**src/design/indexed_insert_delete_list_macros.svh**
```systemverilog
// Assertion macros used by the list top level.
`ifndef INDEXED_INSERT_DELETE_LIST_MACROS_SVH
`define INDEXED_INSERT_DELETE_LIST_MACROS_SVH

// Same-cycle implication, sampled on clk and disabled during reset.
`define IIL_ASSERT_NOW(label, ante, cons) \
	label: assert property (@(posedge clk) disable iff (!arst_n) (ante) |-> (cons)) \
		else $error("list assertion failed");

// Next-cycle implication, sampled on clk and disabled during reset.
`define IIL_ASSERT_NEXT(label, ante, cons) \
	label: assert property (@(posedge clk) disable iff (!arst_n) (ante) |=> (cons)) \
		else $error("list assertion failed");

`endif

```
**src/design/iil_pkg.sv**
```systemverilog
// Types and codes shared by the indexed insert/delete list.
`timescale 1ns / 1ps

package iil_pkg;

	localparam int WORD_W  = 32;
	localparam int POS_W   = 8;
	localparam int COUNT_W = 9;

	// Operation codes.
	localparam logic [1:0] OP_INSERT = 2'd0;
	localparam logic [1:0] OP_WRITE  = 2'd1;
	localparam logic [1:0] OP_DELETE = 2'd2;
	localparam logic [1:0] OP_READ   = 2'd3;

	// Status codes.
	localparam logic [1:0] ST_OK        = 2'd0;
	localparam logic [1:0] ST_FULL      = 2'd1;
	localparam logic [1:0] ST_BAD_INDEX = 2'd2;

	typedef struct packed {
		logic [1:0]              op;
		logic [POS_W-1:0]        position;
		logic signed [WORD_W-1:0] data_in;
	} iil_req_t;

	typedef struct packed {
		logic [1:0]               status;
		logic signed [WORD_W-1:0] data_out;
		logic [COUNT_W-1:0]       count;
	} iil_rsp_t;

	// Command broadcast to every cell of the chain.
	typedef struct packed {
		logic              ins;
		logic              wr;
		logic              del;
		logic [POS_W-1:0]  pos;
		logic [WORD_W-1:0] data;
	} iil_bcast_t;

endpackage

```
**src/design/iil_cell.sv**
```systemverilog
// One storage cell of the list chain, shifting to or from its neighbors.
`timescale 1ns / 1ps

module iil_cell #(
	parameter int IDX = 0
) (
	input  logic                       clk,
	input  iil_pkg::iil_bcast_t        bcast,
	input  logic [iil_pkg::WORD_W-1:0] left,
	input  logic [iil_pkg::WORD_W-1:0] right,
	output logic [iil_pkg::WORD_W-1:0] word
);
	import iil_pkg::*;

	localparam logic [POS_W-1:0] IDX_V = POS_W'(IDX);

	logic [WORD_W-1:0] word_q;

	// Insert moves entries above the position up; delete pulls them down.
	always_ff @(posedge clk) begin
		if (bcast.ins) begin
			if (IDX_V > bcast.pos) begin
				word_q <= left;
			end else if (IDX_V == bcast.pos) begin
				word_q <= bcast.data;
			end
		end else if (bcast.wr) begin
			if (IDX_V == bcast.pos) begin
				word_q <= bcast.data;
			end
		end else if (bcast.del) begin
			if (IDX_V >= bcast.pos) begin
				word_q <= right;
			end
		end
	end

	assign word = word_q;

endmodule

```
**src/design/indexed_insert_delete_list.sv**
```systemverilog
// Top level of the indexed insert/delete list.
// The list holds up to DEPTH signed 32-bit words packed from position 0, one word per cell
// in a row of cells. For an insert, write/append, delete or read, every cell loads from
// its left or right neighbor, from the request, or holds, all in the same cycle, so
// one transaction is accepted per clock while the result register is free or being
// taken. The result of a request is registered and appears on rsp in the cycle after
// acceptance; read and delete data come from a position-selected multiplexer over the
// cells. Errors (full, bad index) leave the list unchanged and return zero data. Cells
// are not cleared at reset; only the entry count and the result valid flag are.
`timescale 1ns / 1ps

module indexed_insert_delete_list #(
	parameter int DEPTH = 16
) (
	input  logic              clk,
	input  logic              arst_n,
	input  logic              req_valid,
	output logic              req_stall,
	input  iil_pkg::iil_req_t req,
	output logic              rsp_valid,
	input  logic              rsp_stall,
	output iil_pkg::iil_rsp_t rsp
);
	import iil_pkg::*;

	localparam int CW = $clog2(DEPTH + 1);
	localparam int IW = $clog2(DEPTH);
	localparam logic [COUNT_W-1:0] DEPTH_V = COUNT_W'(DEPTH);

	logic [CW-1:0]     cnt_q;
	logic              rsp_valid_q;
	iil_rsp_t          rsp_q;
	logic [WORD_W-1:0] cell_word [DEPTH];
	iil_bcast_t        bcast;
	logic              req_fire;
	logic [COUNT_W-1:0] cnt9;
	logic [COUNT_W-1:0] pos9;
	logic [COUNT_W-1:0] cnt_next;
	logic [1:0]        status;
	logic              take_word;
	logic [WORD_W-1:0] sel_word;

	assign req_stall = rsp_valid_q && rsp_stall;
	assign req_fire  = req_valid && !req_stall;
	assign cnt9      = COUNT_W'(cnt_q);
	assign pos9      = {1'b0, req.position};
	assign sel_word  = cell_word[req.position[IW-1:0]];

	// Decide status, count change and which cells move.
	always_comb begin
		status    = ST_OK;
		take_word = 1'b0;
		cnt_next  = cnt9;
		bcast.ins = 1'b0;
		bcast.wr  = 1'b0;
		bcast.del = 1'b0;
		bcast.pos = req.position;
		bcast.data = req.data_in;
		unique case (req.op)
			OP_INSERT: begin
				if (cnt9 >= DEPTH_V) begin
					status = ST_FULL;
				end else if (pos9 > cnt9) begin
					status = ST_BAD_INDEX;
				end else begin
					bcast.ins = req_fire;
					cnt_next  = cnt9 + 1'b1;
				end
			end
			OP_WRITE: begin
				if (pos9 > cnt9) begin
					status = ST_BAD_INDEX;
				end else if (pos9 == cnt9) begin
					if (cnt9 >= DEPTH_V) begin
						status = ST_FULL;
					end else begin
						bcast.wr = req_fire;
						cnt_next = cnt9 + 1'b1;
					end
				end else begin
					bcast.wr = req_fire;
				end
			end
			OP_DELETE: begin
				if (pos9 >= cnt9) begin
					status = ST_BAD_INDEX;
				end else begin
					bcast.del = req_fire;
					take_word = 1'b1;
					cnt_next  = cnt9 - 1'b1;
				end
			end
			OP_READ: begin
				if (pos9 >= cnt9) begin
					status = ST_BAD_INDEX;
				end else begin
					take_word = 1'b1;
				end
			end
			default: begin
				status = ST_BAD_INDEX;
			end
		endcase
	end

	// Chain of cells; the ends take their own word or the request data.
	for (genvar i = 0; i < DEPTH; i++) begin : g_cell
		logic [WORD_W-1:0] left_w;
		logic [WORD_W-1:0] right_w;
		if (i == 0) begin : g_first
			assign left_w = bcast.data;
		end else begin : g_mid_l
			assign left_w = cell_word[i-1];
		end
		if (i == DEPTH - 1) begin : g_last
			assign right_w = cell_word[i];
		end else begin : g_mid_r
			assign right_w = cell_word[i+1];
		end
		iil_cell #(.IDX(i)) u_cell (
			.clk   (clk),
			.bcast (bcast),
			.left  (left_w),
			.right (right_w),
			.word  (cell_word[i])
		);
	end

	// Entry count and result valid.
	always_ff @(posedge clk or negedge arst_n) begin
		if (!arst_n) begin
			cnt_q       <= '0;
			rsp_valid_q <= 1'b0;
		end else begin
			if (req_fire) begin
				cnt_q       <= cnt_next[CW-1:0];
				rsp_valid_q <= 1'b1;
			end else if (!rsp_stall) begin
				rsp_valid_q <= 1'b0;
			end
		end
	end

	// Result payload.
	always_ff @(posedge clk) begin
		if (req_fire) begin
			rsp_q.status   <= status;
			rsp_q.data_out <= take_word ? sel_word : '0;
			rsp_q.count    <= cnt_next;
		end
	end

	assign rsp_valid = rsp_valid_q;
	assign rsp       = rsp_q;

`include "indexed_insert_delete_list_macros.svh"

	`IIL_ASSERT_NOW(a_count_bound, 1'b1, cnt9 <= DEPTH_V)
	`IIL_ASSERT_NEXT(a_fire_gives_rsp, req_fire, rsp_valid_q)
	`IIL_ASSERT_NOW(a_err_zero_data, rsp_valid_q && rsp_q.status != ST_OK, rsp_q.data_out == '0)
	`IIL_ASSERT_NOW(a_stall_has_rsp, req_stall, rsp_valid_q)

endmodule

```
**config.mk**
```make
export PLATFORM = sky130hd
export DESIGN_NAME = indexed_insert_delete_list
export DESIGN_NICKNAME = d
export VERILOG_FILES = /design/src/design/iil_pkg.sv /design/src/design/iil_cell.sv /design/src/design/indexed_insert_delete_list.sv
export VERILOG_INCLUDE_DIRS = /design/src /design/src/design
export SDC_FILE = /design/constraint.sdc
export NUM_CORES = 2
export LEC_CHECK = 0
export ABC_AREA = 0
export BUFFER_PORTS_ARGS = -buffer_cell sky130_fd_sc_hd__buf_4
export CAP_MARGIN = 30
export CORE_UTILIZATION = 64
export DETAILED_ROUTE_END_ITERATION = 12
export GPL_TIMING_DRIVEN = 0
export PLACE_DENSITY = 0.82
export SLEW_MARGIN = 10
export SYNTH_ARGS = -nofsm -noshare
export SYNTH_HDL_FRONTEND = slang
export SYNTH_HIERARCHICAL = 1
export SYNTH_SLANG_ARGS = --single-unit
```
**constraint.sdc**
```tcl
create_clock -name clk -period 6.75 [get_ports clk]
set_input_delay 2.025 -clock clk [delete_from_list [all_inputs] [get_ports clk]]
set_output_delay 2.025 -clock clk [all_outputs]
set_load 0.1 [all_outputs]
```
After elaboration in Yosys (flattened, before gate mapping)
Cells that the tools add are included.

Reductions and logical operators: 38. Eq/ne operators: 20. Bitwise logic cells: 1. Add/sub/neg operators: 2. Magnitude comparators: 35. Muxes and demuxes: 124.

Operator list (number): 2-to-1 mux 32 bit (96); binary-select mux 32 bit (select 4 bit) (1); equality test 4 x 8 -> 1 bit (first input constant) (8); > comparator 4 x 8 -> 1 bit (first input constant) (8); >= comparator 4 x 8 -> 1 bit (first input constant) (7); nonzero test 3 bit (16); equality test 3 x 8 -> 1 bit (first input constant) (4); >= comparator 3 x 8 -> 1 bit (first input constant) (4); > comparator 3 x 8 -> 1 bit (first input constant) (4); 2-to-1 mux 6 bit (5); AND reduction 2 bit (15); case mux 9 bit (3 select lines) (1); equality test 2 x 8 -> 1 bit (first input constant) (2); >= comparator 1 x 8 -> 1 bit (first input constant) (2); >= comparator 2 x 8 -> 1 bit (first input constant) (2); > comparator 1 x 8 -> 1 bit (first input constant) (2); > comparator 2 x 8 -> 1 bit (first input constant) (2); 2-to-1 mux 1 bit (15); >= comparator 5 bit (second input constant) (2); 2-to-1 mux 9 bit (1); equality test 1 x 8 -> 1 bit (first input constant) (1); equality test 8 x 5 -> 1 bit (1); >= comparator 8 x 5 -> 1 bit (1); > comparator 8 x 5 -> 1 bit (1); 14 further kinds (19).

Bits of input ports: 46. Output and inout port bits: 45. Word-level logic and storage cells: 241. Register bits: 561.

Depth between registers and ports, before layout
Word-level depth: 9. Gate-level depth with buffers: 16.

Cells and area by module
Netlist, hierarchy kept.

Modules (own cells, without submodules): indexed_insert_delete_list (seq. area each 1381.3 um2, area an instance 6169.7 um2, cells each 408, instances 1); iil_cell at g_cell[13].u_cell ... (seq. area each 960.9 um2, area an instance 1824.2 um2, cells each 150, instances 2); iil_cell at g_cell[15].u_cell (seq. area each 960.9 um2, area an instance 2009.4 um2, cells each 157, instances 1); iil_cell at g_cell[4].u_cell (seq. area each 960.9 um2, area an instance 1993.2 um2, cells each 151, instances 1); iil_cell at g_cell[14].u_cell (seq. area each 960.9 um2, area an instance 1983.2 um2, cells each 151, instances 1); iil_cell at g_cell[9].u_cell (seq. area each 960.9 um2, area an instance 1960.6 um2, cells each 151, instances 1); iil_cell at g_cell[6].u_cell (seq. area each 960.9 um2, area an instance 1948.1 um2, cells each 152, instances 1); iil_cell at g_cell[5].u_cell (seq. area each 960.9 um2, area an instance 1900.6 um2, cells each 150, instances 1); iil_cell at g_cell[1].u_cell (seq. area each 960.9 um2, area an instance 1836.8 um2, cells each 149, instances 1); iil_cell at g_cell[10].u_cell (seq. area each 960.9 um2, area an instance 1829.3 um2, cells each 152, instances 1); iil_cell at g_cell[11].u_cell (seq. area each 960.9 um2, area an instance 1823.0 um2, cells each 150, instances 1); iil_cell at g_cell[12].u_cell (seq. area each 960.9 um2, area an instance 1821.7 um2, cells each 150, instances 1); iil_cell at g_cell[3].u_cell (seq. area each 960.9 um2, area an instance 1816.7 um2, cells each 150, instances 1); iil_cell at g_cell[8].u_cell (seq. area each 960.9 um2, area an instance 1815.5 um2, cells each 150, instances 1); +2 rows.

Worst setup path after synthesis
OpenSTA, ideal clock, no wires.

Kind: input port to flip-flop. Start: input req[32] (netlist name). End: register g_cell[0].u_cell.word_q[0], enable pin. Setup slack: -0.250 ns. Cell stages on the path: 13. Data required time: 6.359 ns. Arrival time: 6.608 ns. Buffers on the path: 4. Cells stage by stage: buf_2 -> buf_4 -> inv_1 -> ha_1 -> and4b_1 -> nand3_1 -> o21ai_0 -> o21ai_1 -> nor3_1 -> or2_2 -> clkbuf_1 -> clkbuf_1 -> a31o_1.

RTL lines: start: declaration (RTL line indexed_insert_delete_list.sv:19) `input iil_pkg::iil_req_t req,`; end signal: assignment (RTL line iil_cell.sv:23) `word_q <= left;`; end signal: assignment (RTL line iil_cell.sv:25) `word_q <= bcast.data;`; end signal: assignment (RTL line iil_cell.sv:29) `word_q <= bcast.data;`; end: declaration (RTL line iil_cell.sv:17) `logic [WORD_W-1:0] word_q;`.

==> results.ini <==
[logic_synthesis]
synth_edf_count = 553
syn_inst = 2856
synth.distinct_cells = 74
synth_largest_area_cell = edfxtp_1
avgSynthCellArea_sq_um = 12.7
ys_seq_area_share_pct = 46.3
synth_nets = 2909
synthTopCellsByArea = edfxtp_1, mux2i_1, mux4_2
synthMuxAreaShare_pct = 22.4
synth_xor_xnor_area_share_pct = 0.0242
yosysWarnings = 6
ys_top_cells_by_count = edfxtp_1, a22oi_1, mux2i_1
synth_fa_ha_area_share_pct = 0.242
synth_area_sq_mm = 0.0362
synth_top_family_by_area = multiplexers
synth_seq_cells = 559
synthSimpleGateAreaFrac_pct = 5.64
synth-main-ff-cell = edfxtp_1
synth_compound_area_share_pct = 20.8
async_reset_ff_share_pct = 1.07
netlist.area_leader.share_pct = 45.9
synth.most_common_cell = edfxtp_1

[worst_setup_path]
crit_path_top_delay_cell = o311ai_4
critical_path_buf_inv_count = 6
cp_cell_sequence = buf_4, buf_2, buf_4, inv_1, ha_1, nand2b_1, a21boi_0, o311ai_4, nand2_1, nor3_2, buf_4, o211ai_1, nand2_1, buf_16
crit_path_max_fanout = 29
crit_path_end_kind = flop
crit_path_frequent_cell = buf_4
cp-startpoint = req[32]
cp_top_family = buffers and inverters
r2r_start = cnt_q[2]
cpPeakStageDelay_ps = 810
arrival_ps = 6970
crit_path_start_kind = primary input
cp.required_ps = 7100
crit_type = primary input to flop

[clocking]
clock-sinks = 559
cts_buffers = 60
worstSkewPairLatency_ps = 660
clock-root-buffer = clkbuf_16
clk_path_buf_depth = 3
h-tree-depth = 2
clkTransAtPathRegs_ps = 60
cts_setup_buffers = 0
cts_tree = built

[cells_and_area]
final_cells = 3817
synthToLayoutAreaGrowth_pct = 10.6
fillerInstances = 3688
drive_gt1_share_pct = 23.4
fin_area_sq_mm = 0.0400
nets = 3073

[timing]
setup_viol = 0
min_period_ps = 6630
max_slew_margin_pct = 33.8
hold_viol = 0
worst_pin_slew_ps = 993
setup_slack_ps = 125
period_share_pct = 98.1
fmax_mhz = 151
skew_ps = 27.9
holdWs_ps = 552
slew_viol_final = 0
rsz0062_at_grt = no

[global_routing]
grt_max_degree = 35
first_global_vias = 28000
grt_overflow = 0
grt_pass1_wl_um = 175000
antenna_found_initial = 3
grt.total_usage_pct = 40.7

[route]
wl_met2_um = 53700
antenna_left = 0
wl_per_cell_um = 30.6
wl_met1_um = 43400
drtIter0Drc = 4676
first_pass_iters = 8
routed_wl_um = 117000
wl_met3_um = 15900
vias = 29200
viasPerCell = 7.65
drcViolationCount = 0
routed.top_layer = met4

[min_path]
hp-start = rsp_valid
hold_class = flop to flop

[placement]
detailed_place_hpwl_um = 91300
dpl_cell_area_sq_mm = 0.0381
gp_congestion = 0.959
dpl.cell_count = 3706
post-place-ws_ps = -444
port_buffers = 90

[status]
status = complete, no violations

[pwr]
p_per_area_mw_per_mm2 = 195
p_leak_uw = 0.0157
vdd_drop_max_v = 0.000208

[floorplanning]
initial_core_util_pct = 65.2
placementRows = 86
dieArea_sq_mm = 0.0574
coreArea_sq_mm = 0.0554
pin_count = 91
die_w_um = 240
die-height_um = 240

[run]
maxCapViolations = 0

registers in the layout (all words and copies together), names as in the netlist:
signal              cells
cnt_q                   5
g_cell.u_cell/word    512
rsp                    41
rsp_valid               1
placed cells by master, fill, tap and decap left out, types with 36 or more instances in the layout:
cell type / instances
o21ai_0: 108
clkbuf_1: 114
nand3_1: 48
buf_4: 122
mux2i_1: 449
mux4_2: 160
nor2_1: 73
a22oi_1: 450
o21ai_1: 242
clkbuf_16: 62
a31oi_1: 37
buf_2: 101
o21ai_2: 140
and3_1: 36
edfxtp_1: 553
power breakdown:
group / total (uW) / switching [uW] / internal (uW)
Combinational: 700 / 463 / 237
Sequential: 3860 / 35.9 / 3820
Clock: 3230 / 1400 / 1830
timing repair:
item	CTS	global route
hold buffers	0	0
setup endpoints to repair	0	97
resized for setup	0	3
worst register-to-register path: stages (launching register included):
cell	delay [ps]
dfrtp_1	320
clkbuf_1	280
inv_1	220
ha_1	250
a21o_1	230
o311ai_4	820
nand2_1	410
nor3_2	670
buf_4	370
o211ai_1	130
nand2_1	530
buf_16	250
layout make-up:
type	count	area, sq um	area share [%]
Inverter	12	45.0	0.113
Timing Repair Buffer	102	933	2.34
Multi-Input combinational cell	2014	17800	44.7
Tap cell	748	936	2.34
Antenna cell	1	2.50	0.00626
Clock inverter	26	203	0.507
Sequential cell	559	16800	41.9
Buffer	271	1580	3.94
Clock buffer	84	1670	4.19
stage by stage:
stage	power (uW)	util (%)	setup TNS (ps)
CTS	7780	72.1	0
floorplan	4340	-	0
global placement	4580	68.2	-1584050
detailed placement	4600	68.7	-99220
finish	7790	72.1	0
global route	7960	72.1	0
path summary, 6_finish.rpt:
| check | cells past startpoint | slack, ps | to |
|---|---|---|---|
| hold reg to reg | 2 | 550 | rsp_valid |
| setup / recovery | 14 | 120 | g_cell[12].u_cell/word[29] |
| setup reg to reg | 11 | 2000 | g_cell[12].u_cell/word[29] |
| min in group asynchronous | 1 | 1200 | rsp_valid |
| max in group asynchronous | 1 | 5410 | cnt_q[1] |
| hold / removal | 2 | 550 | rsp_valid |
metal layers:
metal | global-route usage [%] | vias to the layer above
met5 | 0 | -
met4 | 13.3 | 0
met3 | 9.60 | 246
met2 | 62.7 | 2235
met1 | 56.9 | 14500
li1 | - | 12200
cells by family after synthesis:
kind of cell             after synthesis
buffers and inverters                283
flip-flops                           559
XOR/XNOR                               1
AO/OA/AOI/OAI                       1077
adder cells (fa/ha/maj)                7
multiplexers                         610
AND/OR/NAND/NOR                      319
Note: power is estimated with default switching activity, not from simulation.
